**config.mk**
```make
export PLATFORM = sky130hd
export DESIGN_NAME = afc_cell
export DESIGN_NICKNAME = d
export VERILOG_FILES = /design/src/hw/rtl/afc_pkg.sv /design/src/hw/rtl/afc_cell.sv
export SDC_FILE = /design/constraint.sdc
export NUM_CORES = 2
export LEC_CHECK = 0
export ABC_AREA = 1
export BUFFER_PORTS_ARGS = -buffer_cell sky130_fd_sc_hd__buf_2
export CORE_AREA = 3 3 379 381
export CTS_CLUSTER_SIZE = 28
export DETAILED_ROUTE_END_ITERATION = 8
export DIE_AREA = 0 0 382 384
export GPL_TIMING_DRIVEN = 0
export PLACE_DENSITY = 0.61
export SLEW_MARGIN = 20
export SYNTH_ARGS = -nofsm -noshare
export SYNTH_HDL_FRONTEND = slang
export SYNTH_SLANG_ARGS = --single-unit
export TNS_END_PERCENT = 30
```
**constraint.sdc**
```tcl
create_clock -name clk -period 13.4 [get_ports clk]
set_input_delay 2.68 -clock clk [delete_from_list [all_inputs] [get_ports clk]]
set_output_delay 2.68 -clock clk [all_outputs]
set_load 0.05 [all_outputs]
```
**src/hw/rtl/afc_pkg.sv**
```systemverilog
// ----------------------------------------------------------------------------
// afc_pkg
// Shared types and constants for the box versus frustum plane cull test.
// ----------------------------------------------------------------------------
package afc_pkg;

	localparam int PLANE_MAX  = 6;   // clip plane registers
	localparam int REG_W      = 64;  // configuration data width
	localparam int ADDR_W     = 6;   // byte address, 8 bytes per register
	localparam int N_BITS     = 12;  // normal component, Q1.10
	localparam int D_BITS     = 28;  // plane offset, 8 fraction bits
	localparam int D_LSB      = 36;
	localparam int SLACK_BITS = 16;
	localparam int FRAC_SHIFT = 10;  // aligns d and slack with the products

	localparam logic [2:0]            REG_SLACK   = 3'd6;
	localparam logic [SLACK_BITS-1:0] SLACK_RESET = 16'd1;

	// control fields that ride along with a box through the cell row
	typedef struct packed {
		logic                 empty;
		logic                 culled;
		logic [PLANE_MAX-1:0] mask;
	} afc_ctl_t;

	// register write into one cell
	typedef struct packed {
		logic             en;
		logic [REG_W-1:0] data;
	} afc_wr_t;

endpackage

```
**src/hw/rtl/afc_cell.sv**
```systemverilog
// ----------------------------------------------------------------------------
// afc_cell
// One plane of the cull row: holds its plane register, forms the plane
// distance of the box corner in two stages and hands the box to the next cell.
// ----------------------------------------------------------------------------
module afc_cell import afc_pkg::*; #(
	parameter int COORD_BITS = 24,
	parameter int IDX        = 0
) (
	input  logic                       clk,
	input  logic                       arst_n,
	input  afc_wr_t                    wr,
	input  logic [SLACK_BITS-1:0]      slack,
	output logic [REG_W-1:0]           plane,
	input  logic                       vld_in,
	input  afc_ctl_t                   ctl_in,
	input  logic [2:0][COORD_BITS-1:0] lo_in,
	input  logic [2:0][COORD_BITS-1:0] hi_in,
	output logic                       rdy_out,
	output logic                       vld_out,
	output afc_ctl_t                   ctl_out,
	output logic [2:0][COORD_BITS-1:0] lo_out,
	output logic [2:0][COORD_BITS-1:0] hi_out,
	input  logic                       rdy_in
);

	localparam int PW    = COORD_BITS + N_BITS;
	localparam int SUM_A = COORD_BITS + 14;
	localparam int SUM_B = D_BITS + FRAC_SHIFT + 1;
	localparam int SUM_W = ((SUM_A > SUM_B) ? SUM_A : SUM_B) + 1;

	logic [REG_W-1:0] plane_q;

	logic                       v_s1, v_s2;
	logic                       rdy_s1, rdy_s2;
	afc_ctl_t                   ctl_s1, ctl_s2, ctl_nxt;
	logic [2:0][COORD_BITS-1:0] lo_s1, hi_s1, lo_s2, hi_s2;
	logic signed [PW-1:0]       prod_d  [3];
	logic signed [PW-1:0]       prod_s1 [3];
	logic signed [SUM_W-1:0]    d_term, s_term, sum;

	always_ff @(posedge clk or negedge arst_n) begin
		if (!arst_n) begin
			plane_q <= '0;
		end else if (wr.en) begin
			plane_q <= wr.data;
		end
	end

	assign plane = plane_q;

	// n.(lo+hi) + |n|.(hi-lo) reduces to 2n.hi for n >= 0 and 2n.lo otherwise
	for (genvar a = 0; a < 3; a++) begin : g_axis
		logic [COORD_BITS-1:0] sel;
		assign sel = plane_q[N_BITS*a + N_BITS-1] ? lo_in[a] : hi_in[a];
		assign prod_d[a] = $signed(plane_q[N_BITS*a +: N_BITS]) * $signed(sel);
	end

	assign rdy_s2  = !v_s2 || rdy_in;
	assign rdy_s1  = !v_s1 || rdy_s2;
	assign rdy_out = rdy_s1;

	always_ff @(posedge clk or negedge arst_n) begin
		if (!arst_n) begin
			v_s1 <= 1'b0;
			v_s2 <= 1'b0;
		end else begin
			if (rdy_s1) begin
				v_s1 <= vld_in;
			end
			if (rdy_s2) begin
				v_s2 <= v_s1;
			end
		end
	end

	always_ff @(posedge clk) begin
		if (rdy_s1 && vld_in) begin
			ctl_s1 <= ctl_in;
			lo_s1  <= lo_in;
			hi_s1  <= hi_in;
			for (int a = 0; a < 3; a++) begin
				prod_s1[a] <= prod_d[a];
			end
		end
	end

	// culled when sum(n.c) + d + slack falls below zero, all in 18 fraction bits
	assign d_term = SUM_W'($signed(plane_q[D_LSB +: D_BITS])) <<< FRAC_SHIFT;
	assign s_term = $signed(SUM_W'({slack, {FRAC_SHIFT{1'b0}}}));
	assign sum    = SUM_W'(prod_s1[0]) + SUM_W'(prod_s1[1]) + SUM_W'(prod_s1[2])
	              + d_term + s_term;

	always_comb begin
		ctl_nxt        = ctl_s1;
		ctl_nxt.culled = ctl_s1.culled | (ctl_s1.mask[IDX] & sum[SUM_W-1]);
	end

	always_ff @(posedge clk) begin
		if (rdy_s2 && v_s1) begin
			ctl_s2 <= ctl_nxt;
			lo_s2  <= lo_s1;
			hi_s2  <= hi_s1;
		end
	end

	assign vld_out = v_s2;
	assign ctl_out = ctl_s2;
	assign lo_out  = lo_s2;
	assign hi_out  = hi_s2;

endmodule
```
==> results.yml <==
status:
  status: "finished clean"
layout:
  final_cell_mix: "inv_1, nand2_1, fa_1"
  final_common_cell: "inv_1"
  fin_nets: 6816
  area_growth_pct: 14.1
  layout.area.seq_um2: 14000
  fill_cells: 14111
  multi_input_area_um2: 30200
  drive_above_1_share_pct: 13.5
  final_area_um2: 55900
yosys:
  synthSimpleGateAreaFrac_pct: 13.2
  yosys_most_used_dff: "edfxtp_1"
  synth_xor_area_share_pct: 1.62
  async_reset_ff_share_pct: 13.8
  ys_top_cells_by_area: "fa_1, edfxtp_1, inv_1"
  yosys_warnings: 0
  synth.avg_cell_area_um2: 9.98
  ys_seq_elements: 478
  synth_enable_flop_cells: 412
  muxShareOfSynthArea_pct: 0.643
  yosysSeqAreaShare_pct: 28.6
  synth.largest_area_cell: "fa_1"
  synth_adder_area_share_pct: 42.3
  synthesis.instances: 4910
  synth_compound_area_share_pct: 3.77
  synth_nets: 6292
  synth_cell_types: 51
  yosysTopAreaCellShare_pct: 35.0
  syn_area_um2: 49000
  synth_top_family_by_area: "adder cells"
critical_path:
  worstPathCellList: "buf_2 > nand2_1 > nand2_1 > clkbuf_1 > nand2_1 > fa_1 > fa_1 > inv_1 > fa_1 > fa_1 > inv_1 > fa_1 > inv_1 > ha_1 > nand2_1 > o21ai_0 > nor2_1 > a21oi_2 > xor2_1"
  cp.arrival_ns: 8.15
  cpMostUsedCell: "fa_1"
  path_delay_family: "adder cells"
  critPathBufInv: 5
  slowest_stage: "fa_1"
  max_stage_delay_ns: 0.54
  worstPathRequired_ns: 13.76
  worstSetupPathType: "in -> reg"
  worst_setup_path_start_kind: "primary input"
  crit_path_end_kind: "flop"
  crit_fanout: 10
placement:
  port-buffer-count: 453
  dp_hpwl_um: 118000
  placed_cell_area_um2: 54000
  gp_congestion: 0.915
  pre_cts_slack_ns: 5.01
timing:
  worst_pin_slew_ns: 1.12
  fmax_mhz: 128
  rsz0062_at_grt: "false"
  skew_ns: 0.0400
  hold_slack_ns: 0.398
  setup_viol: 0
  fin_ws_ns: 5.61
  slew_headroom_pct: 25.0
  maxSlewViolCount: 0
  hold_violations: 0
  post-route-period-util_pct: 58.2
  finalCriticalPeriod_ns: 7.79
cts:
  cts_hold_buf: 0
  clk_pin_slew_ns: 0.06
  clk_latency_ns: 0.68
  cts_sinks: 478
  root_buffer: "clkbuf_16"
  cts_buffer_depth: 3
  cts_inserted_buffers: 56
  cts_setup_buffers: 0
  cts_tree: "built"
  h-tree-depth: 2
  cts_resized: 0
drt:
  wl_per_cell_um: 18.8
  drc_errors: 0
  routed_via_density: 4.72
  dr_total_vias: 34801
  drtAntennaViolNets: 0
  drtPass1Iterations: 7
  routed_wl_um: 139000
  drtIter0Drc: 1918
flow_run:
  drv_cap: 0
global_route:
  grt_antenna_before_repair: 15
  grt_pass1_vias: 37103
  grt_max_degree: 88
  grt_pass1_wl_um: 216000
  grt_overflow_total: 0
  track_usage_pct: 19.2
die:
  rows: 138
  core_um2: 141000
  die_h_um: 384
  die_area_um2: 147000
  die_w_um: 382
  ios: 455
  start_util_pct: 34.8
hold_path:
  hp-class: "reg -> reg"
## area by class of cell
| cell class | instances | area share, % |
|---|---|---|
| multi-input combinational | 3166 | 54.0 |
| sequential | 478 | 25.1 |
| inverter | 1170 | 7.88 |
| timing repair buffer | 466 | 4.69 |
| tap | 1890 | 4.23 |
| clock buffer | 64 | 2.62 |
| buffer | 96 | 0.754 |
| clock inverter | 40 | 0.743 |
| antenna | 5 | 0.0224 |
## synth_stat cells (6+ instances only)
| cell type | instances |
|---|---|
| nor3_1 | 10 |
| dfrtp_1 | 66 |
| o21bai_1 | 20 |
| a21oi_2 | 22 |
| o21ai_1 | 6 |
| clkinv_1 | 21 |
| inv_2 | 13 |
| a21oi_1 | 108 |
| nand2_1 | 986 |
| nor2_1 | 435 |
| clkbuf_1 | 76 |
| fa_1 | 856 |
| nor2_2 | 9 |
| buf_2 | 11 |
| xnor2_1 | 19 |
| xor2_1 | 70 |
| o21ai_0 | 84 |
| nand3_1 | 59 |
| and3_1 | 6 |
| nand4_1 | 26 |
| o21ai_2 | 13 |
| or2_2 | 36 |
| nand3b_1 | 7 |
| a21o_1 | 11 |
| mux2_2 | 28 |
| a21boi_0 | 12 |
| buf_4 | 6 |
| nand3_2 | 6 |
| nand2_2 | 14 |
| edfxtp_1 | 412 |
| ha_1 | 289 |
| inv_1 | 1134 |
## per-stage QoR
stage / TNS (ns) / util, % / cells
floorplan: 0 / - / 4910
global placement: -380.31 / 38.1 / 7253
detailed placement: 0 / 38.3 / 7266
CTS: 0 / 39.7 / 7370
global route: 0 / 39.7 / 7372
finish: 0 / 39.7 / 7375
## path summary, 6_finish.rpt
| path | start | to | slack, ns | depth (start not counted) |
|---|---|---|---|---|
| setup / recovery | hi_in[69] | prod_s1[0][97]$_DFFE_PP_ | 5.61 | 19 |
| hold / removal | hi_s1[12]$_DFFE_PP_ | hi_out[12]$_DFFE_PP_ | 0.40 | 0 |
| setup reg to reg | plane[35]$_DFFE_PN0P_ | prod_s1[0][95]$_DFFE_PP_ | 6.56 | 24 |
| hold reg to reg | hi_s1[12]$_DFFE_PP_ | hi_out[12]$_DFFE_PP_ | 0.40 | 0 |
| max in group asynchronous | arst_n | plane[27]$_DFFE_PN0P_ | 10.71 | 2 |
| min in group asynchronous | arst_n | plane[41]$_DFFE_PN0P_ | 2.02 | 1 |
## flip-flops by register name (all words and copies together), names as in the netlist
| register | flops |
|---|---|
| plane | 64 |
| hi_out | 72 |
| vld_out | 1 |
| lo_s1 | 72 |
| ctl_s1 | 1 |
| ctl_nxt | 7 |
| prod_s1 | 108 |
| lo_out | 72 |
| ctl_out | 8 |
| v_s1 | 1 |
| hi_s1 | 72 |
## kinds of logic after synthesis
family          count (synthesis)
simple gates                 1605
fa+ha+maj                    1145
xor+xnor                       90
flops                         478
mux                            28
buf+inv                      1266
compound gates                298
## per-layer routing
layer,up-vias,track usage (%),wire (µm)
met2,995,32.2,66500
met3,235,3.85,9250
met4,10,6.98,5550
met1,17711,24.6,57300
met5,-,0,53
li1,15850,-,-
Power is not shown: default switching activity piles up to over one toggle a cycle in this logic, so the estimate is an artifact.
